--- config.mk ---
export PLATFORM = sky130hd
export DESIGN_NAME = alp_frac_div
export DESIGN_NICKNAME = d
export VERILOG_FILES = /design/src/alp_pkg.sv /design/src/alp_frac_div.sv
export SDC_FILE = /design/constraint.sdc
export NUM_CORES = 1
export LEC_CHECK = 0
export BUFFER_PORTS_ARGS = -buffer_cell sky130_fd_sc_hd__clkbuf_2
export CAP_MARGIN = 20
export CORE_ASPECT_RATIO = 0.9
export CORE_UTILIZATION = 60
export DETAILED_ROUTE_END_ITERATION = 8
export GPL_TIMING_DRIVEN = 0
export PLACE_DENSITY = 0.82
export SYNTH_ARGS = -nofsm -noshare
export SYNTH_HDL_FRONTEND = slang
export SYNTH_SLANG_ARGS = --single-unit
--- constraint.sdc ---
create_clock -name clk -period 8 [get_ports clk]
set_clock_uncertainty 0.15 [all_clocks]
set_input_delay 1.6 -clock clk [delete_from_list [all_inputs] [get_ports clk]]
set_output_delay 1.6 -clock clk [all_outputs]
set_load 0.1 [all_outputs]
--- src/alp_pkg.sv ---
`default_nettype none

package alp_pkg;

	// One table node: cumulative distance (unsigned Q16.16) and coordinates (signed Q16.16).
	typedef struct packed {
		logic        [31:0] cum_dist;
		logic signed [31:0] x;
		logic signed [31:0] y;
		logic signed [31:0] z;
	} node_t;

	localparam logic [1:0] STATUS_OK     = 2'd0;
	localparam logic [1:0] STATUS_BEYOND = 2'd1;
	localparam logic [1:0] STATUS_DEGEN  = 2'd2;

	// Fraction value 1.0 in Q16.
	localparam logic [16:0] FRAC_ONE = 17'h10000;

endpackage

`default_nettype wire

--- src/alp_frac_div.sv ---
`default_nettype none

module alp_frac_div
	import alp_pkg::*;
(
	input  wire logic        clk,
	input  wire logic        arst_n,
	input  wire logic        start,
	input  wire logic [31:0] off,
	input  wire logic [31:0] len,
	output logic             done,
	output logic      [16:0] frac
);

	// floor(off * 65536 / len), saturated at 1.0; one quotient bit per cycle
	logic        run_q;
	logic [3:0]  cnt_q;
	logic [31:0] rem_q;
	logic [31:0] len_q;
	logic [15:0] quo_q;

	logic [32:0] rem2;
	logic [32:0] diff;
	logic        qbit;
	logic [15:0] quo_next;

	always_comb begin
		rem2     = {rem_q, 1'b0};
		diff     = rem2 - {1'b0, len_q};
		qbit     = (rem2 >= {1'b0, len_q});
		quo_next = {quo_q[14:0], qbit};
	end

	always_ff @(posedge clk or negedge arst_n) begin
		if (!arst_n) begin
			run_q <= 1'b0;
			cnt_q <= '0;
			done  <= 1'b0;
		end else begin
			done <= 1'b0;
			if (start) begin
				len_q <= len;
				if (off >= len) begin
					frac  <= FRAC_ONE;
					done  <= 1'b1;
					run_q <= 1'b0;
				end else begin
					rem_q <= off;
					quo_q <= '0;
					cnt_q <= '0;
					run_q <= 1'b1;
				end
			end else if (run_q) begin
				rem_q <= qbit ? diff[31:0] : rem2[31:0];
				quo_q <= quo_next;
				cnt_q <= cnt_q + 4'd1;
				if (cnt_q == 4'd15) begin
					run_q <= 1'b0;
					done  <= 1'b1;
					frac  <= {1'b0, quo_next};
				end
			end
		end
	end

endmodule

`default_nettype wire

==> results_dict.tcl <==
set metrics [dict create \
    status "finished clean" \
    p_int_w 0.001074 \
    rr_endpoint "rem_q[10]" \
    start_kind "input port" \
    hold_ws_ns 0.4274 \
    seqPwrFrac_pct 40.9 \
    cp.arrival_ns 4.84 \
    cts_made_buffers 9 \
    grt_usage_pct 28.14 \
    netlist_top_cells_area "edfxtp_1, ha_1, inv_1" \
    finalSetupViolCount 0 \
    ys_warn_count 0 \
    final_cells 869 \
    p_switching_w 0.0005274 \
    hold_end "frac[15]" \
    grt_setup_unrepaired "no" \
    cts_root_buffer "clkbuf_16" \
    dieArea_sq_mm 0.01150 \
    endpoint_kind "register" \
    comb_power_share_pct 29.3 \
    drive_above_1_share_pct 16.58 \
    synth.distinct_cells 60 \
    synth_ff_type "edfxtp_1" \
    vias_per_cell 5.993 \
    pwr-share-clk_pct 29.8 \
    tritoncts "done" \
    crit_buf_inv 3 \
    power.leakage_nw 3.515 \
    ys_ff_latch 102 \
    grt_overflow 0 \
    dp_cells 853 \
    post_cts_buffers 0 \
    vias 5208 \
    finalHoldViolCount 0 \
    post_cts_resized 0 \
    grt_pass1_vias 5097 \
    holdBufCountCts 0 \
    hold_depth 1 \
    synth.net_count 767 \
    die_w_microns 112.9 \
    cts.path.max_buffers 2 \
    grt_max_degree 33 \
    antenna_found_initial 0 \
    reg2regPathDepth 12 \
    finalMaxSlewViolations 0 \
    hp-class "reg2reg" \
    area_growth_pct 14.22 \
    ant_nets 0 \
    port_buffers 84 \
    core_area_sq_mm 0.01081 \
    grt_first_pass_wirelength_microns 24830 \
    crit_type "in2reg" \
    fin_ws_ns 3.071 \
    slew_headroom_pct 40.50 \
    path_cells "clkbuf_2 -> inv_1 -> ha_1 -> nand2b_1 -> a21o_1 -> a21o_1 -> a21o_1 -> a21o_1 -> a211oi_1 -> o211ai_1 -> a21oi_1 -> o21a_2 -> buf_12" \
    drt_pass1_iterations 5 \
    synthArstFlopShare_pct 5.882 \
    rr_startpoint "rem_q[24]" \
    min_period_over_period_pct 61.61 \
    start_util_pct 61.46 \
    peakVddDrop_mv 0.09875 \
    yosysSeqAreaShare_pct 45.65 \
    crit_slowest_cell "o21a_2" \
    drt_iter0_markers 449 \
    drt_wl_total_microns 15580 \
    r2r_slack_ns 4.58 \
    dpl.hpwl_microns 11490 \
    ys_top_cells_by_count "edfxtp_1, inv_1, ha_1, nand2_1, a21oi_1" \
    drc 0 \
    fin_nets 864 \
    power_density_mw_per_mm2 211.0 \
    netlist.area_leader.share_pct 43.39 \
    synth_most_common_cell "edfxtp_1" \
    num_rows 36 \
    numClockSinks 102 \
    crit_top_cell "a21o_1" \
    fmax_mhz 202.9 \
    dp_slack_ns 2.663 \
    wl_per_cell_microns 17.92 \
    routabilityCongestion 0.9301 \
    hold_start "quo_q[14]" \
    syn_area_sq_mm 0.006644 \
    crit_path_start "off[0]" \
    crit_family "compound AO/OA/AOI/OAI gates" \
    worstPathMaxFanout 24 \
    n_antenna_cell 0 \
    io_pins 85 \
    synth_edf_count 96 \
    dieHeight_microns 101.8 \
    final.setup.tns_ns 0 \
    syn_avg_cell_area_sq_um 10.48 \
    switching_share_pct 32.93 \
    insertion_delay_ns 0.36 \
    synth_top_area_cell "edfxtp_1" \
    maxCapViolCount 0 \
    period_needed_ns 4.929 \
    worst_pin_slew_ns 0.8925 \
    critPathMaxStageDelay_ns 0.68 \
    h-tree-depth 3 \
    synthCells 634 \
    fillCellCount 802 \
    required_ns 7.91 \
    clkTransAtPathRegs_ns 0.08 \
]
[power by group through the flow]
stage / Combinational, W / Clock [W] / Sequential [W]
6_report: 0.000469 / 0.000478 / 0.000654
3_3_place_gp: 0.000442 / 0 / 0.000666
5_1_grt: 0.000514 / 0.000496 / 0.000658
2_1_floorplan: 0.000316 / 0 / 0.000693
4_1_cts: 0.000465 / 0.000474 / 0.000654
3_5_place_dp: 0.000459 / 0 / 0.000666
[per-stage QoR]
step | cell area, sq um | utilization (%) | total power (W)
finish | 7589 | 70.20 | 0.001601
global route | 7589 | 70.20 | 0.001668
CTS | 7589 | 70.20 | 0.001592
detailed placement | 7269 | 67.25 | 0.001124
global placement | 7231 | 66.89 | 0.001107
floorplan | 6644 | - | 0.001009
[placed cells by master, fill, tap and decap left out, types with 2 or more instances in the layout]
cell type  Yosys  routed
and2_1         5       4
clkbuf_2       0      84
o21ai_0       19      19
inv_8          0       2
inv_1         71      71
o2111ai_1      2       2
o211ai_1       6       6
ha_1          65      65
o211a_1        2       2
clkbuf_16      0       9
xor2_1         8       8
nand3_1       17      17
a21oi_1       39      39
nor2_1        30      30
or2_2          2       2
o21bai_1       3       3
and3_1         7       7
xnor2_1       18      18
and4b_1        2       2
a221oi_1       2       2
a221o_1        4       4
nand4_1       10      10
o21ai_1       15      15
dfrtp_1        6       6
a31oi_1        8       8
o21a_1         5       4
mux2i_1       25      25
inv_6          0       2
and4_1         2       2
clkbuf_1      19      19
nor4_1         2       2
a41oi_1        2       2
edfxtp_1      96      96
nor2b_1       21      21
o31ai_1        2       2
a211oi_1       8       8
a21o_1        33      33
nor3_1         9       9
buf_6          2       3
nand2_1       43      43
[area by class of cell]
class	count	area (sq um)	share of cell area, %
Multi-Input combinational cell	437	3236	42.64
Sequential cell	102	3033	39.97
Timing Repair Buffer	86	451.7	5.952
Inverter	73	274.0	3.611
Clock buffer	9	225.2	2.968
Tap cell	133	166.4	2.193
Buffer	22	108.9	1.434
Clock inverter	7	93.84	1.237
[state kept, by name, indices dropped and copies added, names as in the netlist]
name / count
cnt_q: 4
rem_q: 32
frac: 17
done: 1
quo_q: 15
run_q: 1
len_q: 32
[how the worst max path moves through the flow]
stage                      endpoint  cells after the start  slack, ns
final                     rem_q[14]                     13       3.07
after global routing      rem_q[14]                     13       2.85
after CTS                 rem_q[13]                     13       3.03
after detailed placement  rem_q[13]                     13       2.66
after global placement    rem_q[20]                     12       1.82
after floorplan            quo_q[0]                     11       2.85
[per-layer routing]
metal  wire length (microns)  part of all wire (%)  track usage (%)  vias to the layer above
met5                       0                     0                0                        -
met4                     308                   2.0            8.907                        0
met3                    1036                   6.7            4.270                       25
met2                    7471                    48            48.01                      195
met1                    6759                    43            37.52                     2472
li1                        -                     -                -                     2516
[cells by family (layout without fill, tap and decap cells)]
kind of cell | after synthesis | after routing | share of synthesized area [%]
AO/OA/AOI/OAI | 161 | 161 | 16.50
buffers and inverters | 95 | 197 | 5.763
adder cells (fa/ha/maj) | 66 | 66 | 12.54
XOR/XNOR | 26 | 26 | 3.428
AND/OR/NAND/NOR | 158 | 158 | 12.18
flip-flops | 102 | 102 | 45.65
multiplexers | 26 | 26 | 3.936
No activity file was read; power rests on OpenSTA's default activity.
