`src/alp_pkg.sv`:
```
`default_nettype none

package alp_pkg;

	// One table node: cumulative distance (unsigned Q16.16) and coordinates (signed Q16.16).
	typedef struct packed {
		logic        [31:0] cum_dist;
		logic signed [31:0] x;
		logic signed [31:0] y;
		logic signed [31:0] z;
	} node_t;

	localparam logic [1:0] STATUS_OK     = 2'd0;
	localparam logic [1:0] STATUS_BEYOND = 2'd1;
	localparam logic [1:0] STATUS_DEGEN  = 2'd2;

	// Fraction value 1.0 in Q16.
	localparam logic [16:0] FRAC_ONE = 17'h10000;

endpackage

`default_nettype wire

```
`src/alp_lerp.sv`:
```
`default_nettype none

module alp_lerp
	import alp_pkg::*;
(
	input  wire logic               clk,
	input  wire logic               arst_n,
	input  wire logic               start,
	input  wire logic        [16:0] frac,
	input  wire node_t              lo,
	input  wire node_t              hi,
	output logic                    done,
	output logic signed      [31:0] px,
	output logic signed      [31:0] py,
	output logic signed      [31:0] pz
);

	localparam logic [1:0] AXIS_X = 2'd0;
	localparam logic [1:0] AXIS_Y = 2'd1;
	localparam logic [1:0] AXIS_Z = 2'd2;

	// one shared multiplier used for each axis in turn: multiply, then truncate and add
	logic               run_q;
	logic               phase_q;
	logic [1:0]         axis_q;
	logic [16:0]        frac_q;
	logic signed [50:0] prod_q;

	logic signed [31:0] a_lo;
	logic signed [31:0] a_hi;
	logic signed [32:0] delta;
	logic signed [50:0] prod_c;
	logic signed [50:0] biased;
	logic signed [50:0] shifted;
	logic        [31:0] pnt;

	always_comb begin
		case (axis_q)
			AXIS_X: begin
				a_lo = lo.x;
				a_hi = hi.x;
			end
			AXIS_Y: begin
				a_lo = lo.y;
				a_hi = hi.y;
			end
			default: begin
				a_lo = lo.z;
				a_hi = hi.z;
			end
		endcase
		delta   = 33'(a_hi) - 33'(a_lo);
		// 33 x 18 signed product, sign-extended to the result width
		prod_c  = 51'(delta) * 51'($signed({1'b0, frac_q}));
		// truncate toward zero on the divide by 65536
		biased  = prod_q + (prod_q[50] ? 51'sd65535 : 51'sd0);
		shifted = biased >>> 16;
		pnt     = a_lo + shifted[31:0];
	end

	always_ff @(posedge clk or negedge arst_n) begin
		if (!arst_n) begin
			run_q   <= 1'b0;
			phase_q <= 1'b0;
			axis_q  <= AXIS_X;
			done    <= 1'b0;
		end else begin
			done <= 1'b0;
			if (start) begin
				frac_q  <= frac;
				axis_q  <= AXIS_X;
				phase_q <= 1'b0;
				run_q   <= 1'b1;
			end else if (run_q) begin
				if (!phase_q) begin
					prod_q  <= prod_c;
					phase_q <= 1'b1;
				end else begin
					phase_q <= 1'b0;
					case (axis_q)
						AXIS_X:  px <= pnt;
						AXIS_Y:  py <= pnt;
						default: pz <= pnt;
					endcase
					if (axis_q == AXIS_Z) begin
						run_q <= 1'b0;
						done  <= 1'b1;
					end else begin
						axis_q <= axis_q + 2'd1;
					end
				end
			end
		end
	end

endmodule

`default_nettype wire

```
`config.mk`:
```
export PLATFORM = sky130hd
export DESIGN_NAME = alp_lerp
export DESIGN_NICKNAME = d
export VERILOG_FILES = /design/src/alp_pkg.sv /design/src/alp_lerp.sv
export SDC_FILE = /design/constraint.sdc
export NUM_CORES = 2
export LEC_CHECK = 0
export BUFFER_PORTS_ARGS = -buffer_cell sky130_fd_sc_hd__buf_4
export CAP_MARGIN = 20
export CORE_MARGIN = 5
export CORE_UTILIZATION = 49
export DETAILED_ROUTE_END_ITERATION = 10
export PLACE_DENSITY = 0.78
export SLEW_MARGIN = 0
export SYNTH_ARGS = -nofsm -noshare
export SYNTH_HDL_FRONTEND = slang
export SYNTH_SLANG_ARGS = --single-unit
export TNS_END_PERCENT = 30
```
`constraint.sdc`:
```
create_clock -name clk -period 11.4 [get_ports clk]
set_input_delay 2.28 -clock clk [delete_from_list [all_inputs] [get_ports clk]]
set_output_delay 2.28 -clock clk [all_outputs]
set_load 0.005 [all_outputs]
```
==> impl_metrics.yaml <==
sta:
  min_period_ns: 11.28
  hold_viol: 0
  slew_violations: 0
  skew_ns: 0.03873
  finalCritPeriodShare_pct: 98.94
  grt_setup_unrepaired: "yes"
  tightest_slew_ns: 1.006
  max_freq_ghz: 0.08866
  setup_violations: 0
  max-slew-margin-rel_pct: 32.62
yosys:
  ys_warn_count: 0
  synth_edf_count: 162
  synth_seq_cells: 167
  synth_ff_type: "edfxtp_1"
  synth_cells: 3549
  netlist_area_mm2: 0.03205
  synth-seq-area-share_pct: 15.57
  synth_fp_nets: 4548
  synthArstFlopShare_pct: 2.994
  synth_area_per_cell_um2: 9.031
  synth_cell_types: 94
floorplan:
  core_mm2: 0.06458
  dieArea_mm2: 0.07062
  die_h_um: 265.8
  rows: 93
  io_pins: 373
  dieWidth_um: 265.8
  start_util_pct: 49.63
layout:
  layout_commonest_cell: "inv_1"
  syn2layout_area_growth_pct: 18.05
  layout_common_cells: "inv_1, buf_4, fa_1"
  final_nets: 4968
  final_util_pct: 58.58
  drive_above_1_share_pct: 17.98
  final_area_mm2: 0.03783
setup_path:
  reg2reg_depth: 42
  crit_start: "lo[33]"
  endpoint: "prod_q[45]$_DFFE_PP_"
  start_kind: "input port"
  r2r_end: "prod_q[45]$_DFFE_PP_"
  r2r-start: "axis_q[0]$_DFFE_PN0P_"
  worstSetupEndpointType: "register"
  crit_fanout: 6
  cpMaxStageDelayCell: "fa_2"
  max_stage_delay_ns: 0.61
  arrival_ns: 11.57
  worst-setup-path-type: "in2reg"
  worst_ep_required_time_ns: 11.69
  r2r_setup_slack_ns: 0.77
global_route:
  grt_pass1_vias: 27000
  grtUsageTotal_pct: 25.25
  gr-total-overflow: 0
  antenna_found_initial: 2
  grt_pass1_wl_um: 142700
  grt_max_degree: 88
clock_network:
  clock-root-buffer: "clkbuf_16"
  clock_latency_ns: 0.51
  numCtsBuffers: 17
  h-tree-depth: 4
  clock_tree.buffer_depth: 2
  clk_pin_slew_ns: 0.08
  cts.sinks: 167
  tritoncts: "done"
routing:
  ant_nets: 0
  drc: 0
  first_pass_iters: 5
  vias: 26550
  first_iter_violations: 2104
  viasPerCell: 5.486
  wirelength_um: 90630
  detail_route.wl_per_cell_um: 18.73
placed_design:
  gp_congestion: 0.9261
  dpl_cell_area_mm2: 0.03686
  dp_hpwl_um: 71370
  port_buffers: 308
hold_path:
  hold_depth: 2
  hp-class: "reg2reg"
  hp-start: "axis_q[1]$_DFFE_PN0P_"
job:
  maxCapViolCount: 0
run_status:
  status: "finished clean"
-- cells in the mapped netlist, types with 11 or more instances --
cell type	n	area [um2]
edfxtp_1	162	4865
xnor2_1	103	902.1
a22oi_1	33	247.7
nor2b_1	49	306.5
nand4b_1	17	148.9
nand3b_1	19	142.6
nor4_1	22	137.6
fa_1	538	10770
o31ai_1	13	97.59
buf_2	16	80.08
mux2i_1	11	110.1
inv_1	659	2474
nand3_1	51	255.2
o21ai_0	64	320.3
xor2_1	38	332.8
a21oi_1	116	580.6
nand4_1	15	93.84
o21a_1	15	112.6
and3_1	29	181.4
a21o_1	93	698.2
nand2_1	514	1929
o211ai_1	11	82.58
nor3_1	60	300.3
ha_1	185	2315
a22o_1	35	306.5
nor2_1	82	307.8
a211oi_1	13	97.59
and2_1	216	1351
nand2b_1	22	137.6
o21bai_1	14	105.1
clkbuf_1	155	581.8
-- worst max-delay path: cells and delay by family --
| kind | cells | cell delay (ns) |
|---|---|---|
| AO/OA/AOI/OAI | 17 | 3.54 |
| buffers and inverters | 7 | 0.91 |
| adder cells (fa/ha/maj) | 8 | 3.47 |
| AND/OR/NAND/NOR | 7 | 1.25 |
| XOR/XNOR | 1 | 0.13 |
-- how the worst min path moves through the flow --
stage	slack, ns	endpoint
6_report	0.58	axis_q[1]$_DFFE_PN0P_
5_1_grt	0.61	run_q$_DFF_PN0_
4_1_cts	0.58	axis_q[1]$_DFFE_PN0P_
3_5_place_dp	0.56	run_q$_DFF_PN0_
3_3_place_gp	0.56	axis_q[1]$_DFFE_PN0P_
2_1_floorplan	0.52	run_q$_DFF_PN0_
-- through the flow --
| step | hold slack [ns] | setup TNS, ns | cells | worst slack [ns] |
|---|---|---|---|---|
| 3_3_place_gp | 0.5568 | -2.763 | 4796 | -0.5434 |
| 5_1_grt | 0.6052 | -0.2443 | 4839 | -0.1202 |
| 6_report | 0.5816 | 0 | 4839 | 0.1208 |
| 3_5_place_dp | 0.5628 | -3.040 | 4796 | -0.5777 |
| 2_1_floorplan | 0.5248 | 0 | 3549 | 0.4279 |
| 4_1_cts | 0.5771 | 0 | 4828 | 0.03889 |
-- logic make-up (layout without fill, tap and decap cells) --
logic type	count (synthesis)	after routing	share of synthesized area, %
AO/OA/AOI/OAI	509	509	11.23
XOR/XNOR	143	143	3.994
adder cells (fa/ha/maj)	727	727	40.96
buffers and inverters	846	1279	10.14
flip-flops	167	167	15.57
multiplexers	12	12	0.3787
other	0	2	0
AND/OR/NAND/NOR	1145	1145	17.74
-- sequential cells by signal, indices dropped and copies added, names as in the netlist --
name     cells
prod_q      49
px          32
py          32
pz          32
frac_q      17
axis_q       2
done         1
phase_q      1
run_q        1
-- metal layers --
| layer | track usage (%) | wire (um) | vias to the layer above |
|---|---|---|---|
| met5 | 0 | 0 | - |
| met1 | 32.52 | 36310 | 13130 |
| li1 | - | - | 12180 |
| met2 | 42.76 | 43790 | 1100 |
| met4 | 6.428 | 1955 | 0 |
| met3 | 6.732 | 8576 | 134 |
-- repair_timing --
item | 4_1_cts | 5_1_grt
setup buffers | 0 | 9
pin swaps | 2 | 53
hold buffers | 0 | 0
setup endpoints to repair | 1 | 8
resized for setup | 2 | 63
-- area by class of cell --
| class | count | area [um2] |
|---|---|---|
| repair buffers | 588 | 4542 |
| multi-input cells | 2536 | 24170 |
| flip-flops and latches | 167 | 4990 |
| clock buffers | 18 | 429.2 |
| clock inverters | 14 | 152.6 |
| fillers | 5357 | 26750 |
| diodes | 2 | 5.005 |
| inverters | 659 | 2474 |
| well taps | 855 | 1070 |
Power is left out: the tool's default activity adds up to more than one toggle a clock period on the data nets, which glitch-free logic cannot reach.
